$ cat src/hdl/sdn_isqrt.sv
// Pipelined floor integer square root, one result bit per stage.
// No package dependency; side data travels alongside each request.
module sdn_isqrt #(
  parameter int AB   = 16,
  parameter int SB_W = 1
) (
  input  logic              clk,
  input  logic              rst,
  input  logic              en,
  input  logic              in_valid,
  input  logic [2*AB-1:0]   in_rad,
  input  logic [SB_W-1:0]   in_side,
  output logic              out_valid,
  output logic [AB-1:0]     out_root,
  output logic [SB_W-1:0]   out_side
);

  logic              vld  [AB];
  logic [AB:0]       rem  [AB];
  logic [AB-1:0]     root [AB];
  logic [2*AB-1:0]   rad  [AB];
  logic [SB_W-1:0]   side [AB];

  for (genvar s = 0; s < AB; s++) begin : g_stage
    logic            vld_in;
    logic [AB:0]     rem_in;
    logic [AB-1:0]   root_in;
    logic [2*AB-1:0] rad_in;
    logic [SB_W-1:0] side_in;
    logic [AB+2:0]   rem_sh;
    logic [AB+2:0]   trial;
    logic [AB+2:0]   rem_nx;
    logic            ge;

    if (s == 0) begin : g_first
      assign vld_in  = in_valid;
      assign rem_in  = '0;
      assign root_in = '0;
      assign rad_in  = in_rad;
      assign side_in = in_side;
    end else begin : g_next
      assign vld_in  = vld[s-1];
      assign rem_in  = rem[s-1];
      assign root_in = root[s-1];
      assign rad_in  = rad[s-1];
      assign side_in = side[s-1];
    end

    assign rem_sh = {rem_in, rad_in[2*AB-1 -: 2]};
    assign trial  = {1'b0, root_in, 2'b01};
    assign ge     = rem_sh >= trial;
    assign rem_nx = ge ? (rem_sh - trial) : rem_sh;

    always_ff @(posedge clk) begin
      if (rst) begin
        vld[s] <= 1'b0;
      end else if (en) begin
        vld[s] <= vld_in;
      end
    end

    always_ff @(posedge clk) begin
      if (en) begin
        rem[s]  <= rem_nx[AB:0];
        root[s] <= {root_in[AB-2:0], ge};
        rad[s]  <= {rad_in[2*AB-3:0], 2'b00};
        side[s] <= side_in;
      end
    end
  end

  assign out_valid = vld[AB-1];
  assign out_root  = root[AB-1];
  assign out_side  = side[AB-1];

endmodule

$ cat config.mk
export PLATFORM = sky130hd
export DESIGN_NAME = sdn_isqrt
export DESIGN_NICKNAME = d
export VERILOG_FILES = /design/src/hdl/sdn_isqrt.sv
export SDC_FILE = /design/constraint.sdc
export NUM_CORES = 1
export LEC_CHECK = 0
export BUFFER_PORTS_ARGS = -buffer_cell sky130_fd_sc_hd__buf_2
export CAP_MARGIN = 25
export CORE_MARGIN = 2
export CORE_UTILIZATION = 40
export CTS_CLUSTER_SIZE = 30
export DETAILED_ROUTE_END_ITERATION = 8
export HOLD_SLACK_MARGIN = 0.15
export PLACE_DENSITY_LB_ADDON = 0.15
export RECOVER_POWER = 50
export SLEW_MARGIN = 30
export SYNTH_ARGS = -nofsm -noshare
export SYNTH_HDL_FRONTEND = slang
export SYNTH_SLANG_ARGS = --single-unit
$ cat constraint.sdc
create_clock -name clk -period 3.15 [get_ports clk]
set_clock_uncertainty 0.1 [all_clocks]
set_input_delay 0.63 -clock clk [delete_from_list [all_inputs] [get_ports clk]]
set_output_delay 0.63 -clock clk [all_outputs]
set_load 0.02 [all_outputs]
==> results.sh <==
export IMPL_post_route_cells_drive_above_1_share_pct=10.9
export IMPL_finalSetupViolations=0
export IMPL_rsz0062_at_grt="no"
export IMPL_maxSlewViolCount=0
export IMPL_post_layout_total_power_mw=22.9
export IMPL_grt_total_usage_pct=14.3
export IMPL_layout_area_overhead_vs_synth_pct=15.2
export IMPL_post_synth_instance_area_um2=29600
export IMPL_vdd_ir_drop_worst_mv=0.369
export IMPL_floorplan_io_pins=55
export IMPL_grt_remaining_overflow=0
export IMPL_synth_flop_cell="sky130_fd_sc_hd__edfxtp_1"
export IMPL_cap_violations=0
export IMPL_detailedPlacementHpwl_um=38300
export IMPL_hold_path_class="in2reg"
export IMPL_count_of_distinct_cell_types_in_the_synthesized_netlist=76
export IMPL_mappedNetlistNets=2377
export IMPL_die_width_um=276
export IMPL_globalplace_congestion=0.855
export IMPL_crit_arrival_ps=3210
export IMPL_cts_htree_levels=3
export IMPL_criticalPathCategory="reg2reg"
export IMPL_setup_total_negative_slack_ps=0
export IMPL_timing_critical_path_to_type="flop"
export IMPL_critPathRequiredTime_ps=3410
export IMPL_design_die_area_um2=76200
export IMPL_design_core_area_um2=73100
export IMPL_die_h_um=276
export IMPL_insertion_delay_ps=600
export IMPL_area_share_of_the_leading_cell_type_in_the_synthesized_netlist_pct=65.4
export IMPL_numCtsBuffers=73
export IMPL_largest_net_degree_at_the_start_of_global_routing=92
export IMPL_synth_seq_area_share_pct=65.4
export IMPL_vias_per_cell=5.10
export IMPL_clock_tree_from_tritoncts="done"
export IMPL_dpl_worst_slack_ps=196
export IMPL_design_final_nets=2557
export IMPL_cellLeakagePower_nw=13.1
export IMPL_route_vias_total=17200
export IMPL_final_antenna_net_count=0
export IMPL_layout_area_seq_um2=19400
export IMPL_outcome="finished, final reports clean"
export IMPL_path_clk_slew_ps=60
export IMPL_initial_standard_cell_utilization_of_the_core_pct=40.5
export IMPL_relSlewSlack_pct=4.63
export IMPL_worst_slew_pin_tran_ps=1430
export IMPL_wl_um=54300
export IMPL_portBuffers=54
export IMPL_postSynthCellCount=2188
export IMPL_path_max_fanout=11
export IMPL_num_rows=99
export IMPL_first_global_vias=17400
export IMPL_drt_wirelength_per_cell_um=16.1
export IMPL_cts_num_sinks=645
export IMPL_postSynth_asyncResetShare_pct=0
export IMPL_power_per_cell_area_nw_per_um2=670
export IMPL_combined_area_of_the_multi_input_logic_cells_um2=9420
export IMPL_yosysWarnings=0
export IMPL_root_buffer="sky130_fd_sc_hd__clkbuf_16"
export IMPL_synth_ff_latch_count=645
export IMPL_num_fill_cells=6459
export IMPL_cts_post_setup_buffers_inserted=0
export IMPL_fin_area_um2=34100
export IMPL_drt_drc_violations_left=0
export IMPL_pre_repair_dr_iteration_count=5
export IMPL_postPlaceCellArea_um2=31500
export IMPL_setup_worst_path_start_class="flop"
export IMPL_number_of_synthesized_flops_with_an_enable_pin=645
export IMPL_cts_root_to_sink_buffers=3
export IMPL_grt_antenna_before_repair=0
export IMPL_max_freq_ghz=0.339
export IMPL_timing_final_hold_violations=0
export IMPL_first_pass_grt_wire_length_um=89400
export IMPL_min_period_over_period_pct=93.6
export IMPL_final_worst_slack_ps=202
export IMPL_synth_top_area_cell="sky130_fd_sc_hd__edfxtp_1"
export IMPL_first_iter_violations=1188
export IMPL_post_synth_main_area_contributors="sky130_fd_sc_hd__edfxtp_1, sky130_fd_sc_hd__ha_1, sky130_fd_sc_hd__xnor2_1"
export IMPL_synth_area_per_cell_um2=13.5
export IMPL_tmin_final_ps=2950
export IMPL_diodes=0
[routing by layer]
layer | up-vias | share of wire, % | wire [µm] | global-route usage [%]
li1 | 8543 | - | - | -
met1 | 8270 | 45 | 24400 | 18.4
met2 | 309 | 49 | 26500 | 24.4
met3 | 95 | 3.6 | 1950 | 2.25
met4 | 0 | 2.8 | 1510 | 5.31
met5 | - | 0 | 0 | 0
[report_power, final]
group	switching, mW	total (mW)	internal (mW)
combinational	1.80	3.27	1.47
clock	3.43	8.52	5.09
sequential	0.515	11.1	10.6
total	5.74	22.9	17.1
[cell usage in the layout, fill, tap and decap left out, drive strengths merged, types with 81 or more instances in the layout]
cell type | netlist | layout
nand2 | 85 | 85
clkbuf | 21 | 99
edfxtp | 645 | 645
ha | 152 | 152
o21ai | 81 | 81
xnor2 | 92 | 92
buf | 8 | 89
a21oi | 125 | 125
inv | 190 | 193
nor2 | 151 | 151
[cell usage after synthesis (all sizes together), types with 6 or more instances]
cell type	instances
or3	23
a21o	38
ha	152
mux2	51
clkbuf	21
nand2b	35
a211o	8
or4	16
nand3	32
and3	6
o211ai	14
mux2i	12
nor4b	6
xor2	65
o31ai	16
a21boi	8
nor2b	21
o311ai	7
a21oi	125
edfxtp	645
or2	7
o22ai	6
a31oi	11
xnor2	92
o21ai	81
nand2	85
o21a	31
nand4	14
nor4	29
a211oi	17
nor3	60
nor2	151
buf	8
and2	28
o31a	6
inv	190
[state kept, by name (all words and copies together) (netlist names)]
register / flops
root: 136
side: 16
rad: 240
rem: 237
vld: 16
[critical path: stages, from the launching register on]
cell and delay, ps:
sky130_fd_sc_hd__edfxtp_1 390, sky130_fd_sc_hd__ha_1 410, sky130_fd_sc_hd__nand2_1 120, sky130_fd_sc_hd__or4_1 550, sky130_fd_sc_hd__o21a_1 210, sky130_fd_sc_hd__o311ai_2 340, sky130_fd_sc_hd__buf_4 250, sky130_fd_sc_hd__mux2_2 350
[cells by family (layout without fill, tap and decap cells)]
| family | count (synthesis) | in the layout | synth area share [%] |
|---|---|---|---|
| buffers and inverters | 220 | 452 | 2.83 |
| multiplexers | 63 | 63 | 2.34 |
| AO/OA/AOI/OAI | 416 | 416 | 9.17 |
| XOR/XNOR | 157 | 157 | 4.64 |
| adder cells (fa/ha/maj) | 152 | 152 | 6.42 |
| other | 1 | 1 | 0.0127 |
| AND/OR/NAND/NOR | 534 | 534 | 9.18 |
| flip-flops | 645 | 645 | 65.4 |
[final timing paths]
check                        from              endpoint  slack [ps]  depth (start not counted)
max           rem[6][7]$_DFFE_PP_  rem[6][28]$_DFFE_PP_         200                          7
min                      in_valid   vld[0][0]$_DFFE_PP_         200                          2
max reg2reg   rem[6][7]$_DFFE_PP_  rem[6][28]$_DFFE_PP_         200                          7
min reg2reg  rad[1][24]$_DFFE_PP_  rad[1][56]$_DFFE_PP_         300                          0
[repair_timing]
item	CTS	global route
resized for setup	0	1
hold buffers	31	0
endpoints found under the setup margin	0	13
hold endpoints to repair	31	0
[cell type report]
class,instances,area share [%]
Sequential cell,645,56.7
Multi-Input combinational cell,1323,27.6
Clock buffer,85,5.55
Tap cell,959,3.52
Timing Repair Buffer,134,2.89
Inverter,191,2.10
Clock inverter,42,1.61
[metrics by stage]
step	hold slack, ps	cells	util [%]
after floorplan	300	2188	-
after global placement	300	3221	43.1
after detailed placement	305	3221	43.1
after CTS	161	3379	46.8
after global routing	194	3379	46.7
final	205	3379	46.7
(Power assumes the default switching activity.)
