===== src/hdl/sdn_pkg.sv =====
// Shared constants and helpers for the stick deadzone normaliser.
// No dependencies; imported by the divider and the top level.
package sdn_pkg;

  localparam int FRAC       = 15;
  localparam int CFG_ADDR_W = 2;
  localparam int CFG_DATA_W = 15;
  localparam int DZ_W       = 15;
  localparam int THR_W      = 10;
  localparam int FS_W       = 15;

  localparam logic [15:0] OUT_LIMIT = 16'h7FFF;

  typedef enum logic [1:0] {
    KIND_NONE   = 2'd0,
    KIND_RADIAL = 2'd1,
    KIND_AXIAL  = 2'd2
  } kind_t;

  localparam logic [CFG_ADDR_W-1:0] REG_LEFT_DZ  = 2'd0;
  localparam logic [CFG_ADDR_W-1:0] REG_RIGHT_DZ = 2'd1;
  localparam logic [CFG_ADDR_W-1:0] REG_AX_THR   = 2'd2;
  localparam logic [CFG_ADDR_W-1:0] REG_AX_FS    = 2'd3;

  localparam logic [DZ_W-1:0]  LEFT_DZ_RST  = 15'd7849;
  localparam logic [DZ_W-1:0]  RIGHT_DZ_RST = 15'd8689;
  localparam logic [THR_W-1:0] AX_THR_RST   = 10'd200;
  localparam logic [FS_W-1:0]  AX_FS_RST    = 15'd1000;

  // saturate and apply sign to a quotient
  function automatic logic [15:0] sat_pack(input logic neg, input logic sat,
                                           input logic [FRAC-1:0] q);
    logic [15:0] m;
    m = sat ? OUT_LIMIT : {1'b0, q};
    sat_pack = neg ? (~m + 16'd1) : m;
  endfunction

endpackage


===== src/hdl/sdn_div.sv =====
// Pipelined restoring divider with overflow flag, one quotient bit per stage.
// Depends on sdn_pkg for the quotient width.
module sdn_div #(
  parameter int NW   = 46,
  parameter int DW   = 30,
  parameter int SB_W = 1
) (
  input  logic                      clk,
  input  logic                      rst,
  input  logic                      en,
  input  logic                      in_valid,
  input  logic [NW-1:0]             in_num,
  input  logic [DW-1:0]             in_den,
  input  logic [SB_W-1:0]           in_side,
  output logic                      out_valid,
  output logic [sdn_pkg::FRAC-1:0]  out_quot,
  output logic                      out_sat,
  output logic [SB_W-1:0]           out_side
);
  import sdn_pkg::*;

  localparam int CW = (NW > DW + FRAC) ? NW : DW + FRAC;

  logic            v0;
  logic [CW-1:0]   rem0;
  logic [DW-1:0]   den0;
  logic            sat0;
  logic [SB_W-1:0] side0;

  logic            vld  [FRAC];
  logic [CW-1:0]   rem  [FRAC];
  logic [DW-1:0]   den  [FRAC];
  logic [FRAC-1:0] quot [FRAC];
  logic            sat  [FRAC];
  logic [SB_W-1:0] side [FRAC];

  // quotient of 2^FRAC or more saturates
  always_ff @(posedge clk) begin
    if (rst) begin
      v0 <= 1'b0;
    end else if (en) begin
      v0 <= in_valid;
    end
  end

  always_ff @(posedge clk) begin
    if (en) begin
      rem0  <= CW'(in_num);
      den0  <= in_den;
      sat0  <= CW'(in_num) >= (CW'(in_den) << FRAC);
      side0 <= in_side;
    end
  end

  for (genvar j = 0; j < FRAC; j++) begin : g_stage
    logic            vld_in;
    logic [CW-1:0]   rem_in;
    logic [DW-1:0]   den_in;
    logic [FRAC-1:0] quot_in;
    logic            sat_in;
    logic [SB_W-1:0] side_in;
    logic [CW-1:0]   trial;
    logic            ge;

    if (j == 0) begin : g_first
      assign vld_in  = v0;
      assign rem_in  = rem0;
      assign den_in  = den0;
      assign quot_in = '0;
      assign sat_in  = sat0;
      assign side_in = side0;
    end else begin : g_next
      assign vld_in  = vld[j-1];
      assign rem_in  = rem[j-1];
      assign den_in  = den[j-1];
      assign quot_in = quot[j-1];
      assign sat_in  = sat[j-1];
      assign side_in = side[j-1];
    end

    assign trial = CW'(den_in) << (FRAC - 1 - j);
    assign ge    = rem_in >= trial;

    always_ff @(posedge clk) begin
      if (rst) begin
        vld[j] <= 1'b0;
      end else if (en) begin
        vld[j] <= vld_in;
      end
    end

    always_ff @(posedge clk) begin
      if (en) begin
        rem[j]  <= ge ? (rem_in - trial) : rem_in;
        den[j]  <= den_in;
        quot[j] <= {quot_in[FRAC-2:0], ge};
        sat[j]  <= sat_in;
        side[j] <= side_in;
      end
    end
  end

  assign out_valid = vld[FRAC-1];
  assign out_quot  = quot[FRAC-1];
  assign out_sat   = sat[FRAC-1];
  assign out_side  = side[FRAC-1];

endmodule


===== config.mk =====
export PLATFORM = sky130hd
export DESIGN_NAME = sdn_div
export DESIGN_NICKNAME = d
export VERILOG_FILES = /design/src/hdl/sdn_pkg.sv /design/src/hdl/sdn_div.sv
export SDC_FILE = /design/constraint.sdc
export NUM_CORES = 2
export LEC_CHECK = 0
export BUFFER_PORTS_ARGS = -buffer_cell sky130_fd_sc_hd__buf_4
export CAP_MARGIN = 20
export CORE_MARGIN = 3
export CORE_UTILIZATION = 64
export CTS_CLUSTER_SIZE = 25
export DETAILED_ROUTE_END_ITERATION = 10
export HOLD_SLACK_MARGIN = 0.03
export PLACE_DENSITY = 0.81
export RECOVER_POWER = 50
export SLEW_MARGIN = 20
export SYNTH_ARGS = -nofsm -noshare
export SYNTH_HDL_FRONTEND = slang
export SYNTH_SLANG_ARGS = --single-unit

===== constraint.sdc =====
create_clock -name clk -period 4.4 [get_ports clk]
set_input_delay 0.22 -clock clk [delete_from_list [all_inputs] [get_ports clk]]
set_output_delay 0.22 -clock clk [all_outputs]
set_load 0.02 [all_outputs]

==> metrics.yaml <==
route:
  ant_nets: 0
  drt_iter0_drc: 3666
  drcViolationCount: 0
  vias: 49400
  drt-total-wl_um: 158000
  wl_per_cell_um: 19.2
  drt_first_pass_iters: 8
  viasPerCell: 5.99
worst_setup_path:
  rr_endpoint: "rem[0][195]"
  r2r_setup_slack_ps: 310
  reg2regPathDepth: 15
  rr_startpoint: "rem[0][148]"
  worstSetupPathType: "reg2reg"
  crit_required_ps: 4890
  startpoint_type: "flop"
  worst-endpoint-arrival_ps: 4590
  worstSetupEndpointType: "flop"
  critPathMaxFanout: 49
sta:
  setup_ws_ps: 306
  finalHoldViolations: 0
  drv_slew: 111
  fin_skew_ps: 30.9
  finalCriticalPeriod_ps: 4090
  grt_setup_unrepaired: "no"
  slew-limit-headroom_pct: -142
  fin_crit_sh_pct: 93.0
  max_freq_mhz: 244
  setup_viol: 0
  tightest_slew_ps: 3630
  finalSetupTns_ps: 0
  whs_ps: 227
synth:
  ys_seq_area_share_pct: 54.9
  synthMostInstantiatedCell: "edfxtp_1"
  netlist_area_um2: 71500
  yosys-top-cells-area: "edfxtp_1 55%, ha_1 8.4%, a21oi_1 3.8%"
  netlist_top_cells_count: "1,307 x edfxtp_1, 608 x inv_1, 540 x a21oi_1, 487 x nand2_1, 480 x ha_1"
  synth_nets: 6954
  synth.top_cell.area_share_pct: 54.9
  ys_ff_latch: 1308
  yosys.area.top_type: "edfxtp_1"
  async_flop_share_pct: 0
  avgSynthCellArea_um2: 11.2
  synth_edf_count: 1307
  synth_cell_types: 91
  yosys_warnings: 0
  netlist_instances: 6379
  ys.flop_type: "edfxtp_1"
min_path:
  hp-start: "in_side"
  holdPathStages: 2
  hold-path-endpoint: "g_stage[0].side_in"
  min_path_type: "in2reg"
status:
  violations: "capacitance limit, slew limit"
  status: "finished with violations"
final_layout:
  area_growth_pct: 11.4
  drive_gt1_share_pct: 6.70
  layout.nets: 7234
  stdcell_count: 8244
  n_fill_cell: 7523
  post-route-util_pct: 72.4
pwr:
  leakage_nw: 31.7
  irDropWorstVdd_mv: 0.387
  power.density_nw_per_um2: 637
run:
  cap_violations: 1
clocking:
  clockRootBuffer: "clkbuf_16"
  clkLatencyLatePin_ps: 760
  cts_sinks: 1308
  cts_tree: "done"
  htreeDepth: 4
  clk_pin_slew_worst_paths_ps: 60
  cts_max_path_buffers: 3
  cts_buffers: 140
die:
  die_width_um: 340
  row_count: 121
  die-height_um: 340
  ios: 99
  dieArea_um2: 116000
  start_util_pct: 65.0
  core_area_um2: 110000
global_routing:
  grt_remaining_overflow: 0
  antenna_found_initial: 0
  grt_util_all_layers_pct: 27.1
  grt_pass1_vias: 50600
  grt_start_max_net_pins: 149
  grt_first_pass_wirelength_um: 250000
placed_design:
  placedCellCount: 7913
  port_buffers: 98
  place_congestion: 1.04
  dp_slack_ps: 410
  dp_hpwl_um: 118000
==> layer usage <==
metal | share of wire, % | routed length [um] | GRT usage [%]
met5 | 0 | 0 | 0
met4 | 8.4 | 13200 | 20.4
met3 | 3.4 | 5360 | 3.28
met2 | 54 | 85700 | 53.1
met1 | 34 | 53900 | 25.4
==> flip-flops by register name (all words and copies together), names as in the netlist <==
| register | cells |
|---|---|
| rem | 644 |
| den | 420 |
| quot | 120 |
| g_stage.rem_in | 46 |
| den0 | 30 |
| sat | 15 |
| side | 15 |
| vld | 15 |
| g_stage.sat_in | 1 |
| g_stage.side_in | 1 |
| g_stage.vld_in | 1 |
==> logic make-up (layout without fill, tap and decap cells) <==
kind of cell               Yosys count  count (layout)  share of synthesized area (%)
muxes                               60              60                          0.942
xor gates and xnor gates           472             472                           5.78
other                                0               2                              0
AOI/OAI and AO/OA                 1660            1660                           14.4
and+or+nand+nor                   1628            1628                           11.1
DFF                               1308            1308                           54.9
buffers and inverters              757            1144                           4.05
adders and majority gates          494             494                           8.79
==> final cells by class <==
cell class	count	area [um^2]	share of cell area, %
Multi-Input combinational cell	4314	29400	37.0
Antenna cell	2	5.00	0.00629
Tap cell	1476	1850	2.32
Timing Repair Buffer	285	2370	2.98
Clock buffer	169	3610	4.54
Inverter	610	2290	2.88
Sequential cell	1308	39300	49.3
Clock inverter	80	798	1.00
==> layout by cell type, fill, tap and decap left out, types with 20 or more instances in the layout <==
master and instances:
nor2_1 410, o211ai_1 32, nor2b_1 59, clkbuf_4 39
a2111oi_0 20, buf_4 82, a211oi_1 45, clkbuf_1 88
clkbuf_16 140, and2_1 41, xnor2_1 267, a21oi_1 540
xor2_1 205, clkinv_1 32, nand4_1 95, inv_1 608
nand2_1 487, ha_1 480, mux2_2 54, nor3_1 88
or4_1 21, or3_1 33, a31oi_1 62, a21o_1 222
o21ai_0 426, nand2b_1 79, and3_1 46, edfxtp_1 1307
o21bai_1 50, dlygate4sd3_1 80, o21a_1 52, buf_12 21
nor4_1 68, o31ai_1 28, nand3_1 109
==> where the power goes <==
part | switching, W | internal, W | leakage (nW)
sequential | 0.00168 | 0.0177 | 12.7
clock | 0.00471 | 0.00658 | 2.14
combinational | 0.0115 | 0.00855 | 16.8
total | 0.0179 | 0.0328 | 31.7
==> how the worst max path moves through the flow <==
| stage | from | end | slack, ps |
|---|---|---|---|
| 5_1_grt | den[1][120] | rem[1][273] | 60 |
| 2_1_floorplan | rem[0][58] | rem[0][105] | 970 |
| 6_report | rem[0][148] | rem[0][195] | 310 |
| 3_5_place_dp | rem[0][63] | rem[0][135] | 410 |
| 3_3_place_gp | rem[0][63] | rem[0][135] | 490 |
| 4_1_cts | rem[0][148] | rem[0][195] | 350 |
==> metrics by stage <==
step	power, W	cell area, um^2
global placement	0.0386	74600
CTS	0.0506	79800
finish	0.0507	79600
global route	0.0538	79600
detailed placement	0.0391	74600
floorplan	0.0339	71500
==> worst max-delay path: stages (launching register included) <==
cell      delay (ps)
edfxtp_1         390
inv_1             90
ha_1             190
inv_1             80
fa_1             410
a21o_1           200
a221oi_1         270
buf_4            200
o21ai_0           80
a211oi_1         250
buf_4            200
nand4_1          140
a31oi_1          540
o21ai_4          190
buf_12           220
mux2_2           320
==> what timing repair did <==
item                      4_1_cts  5_1_grt
hold buffers                   80        0
setup buffers                   0        0
resized for setup               0        0
hold endpoints to repair       86        0
Power figures use the tool's default switching activity.
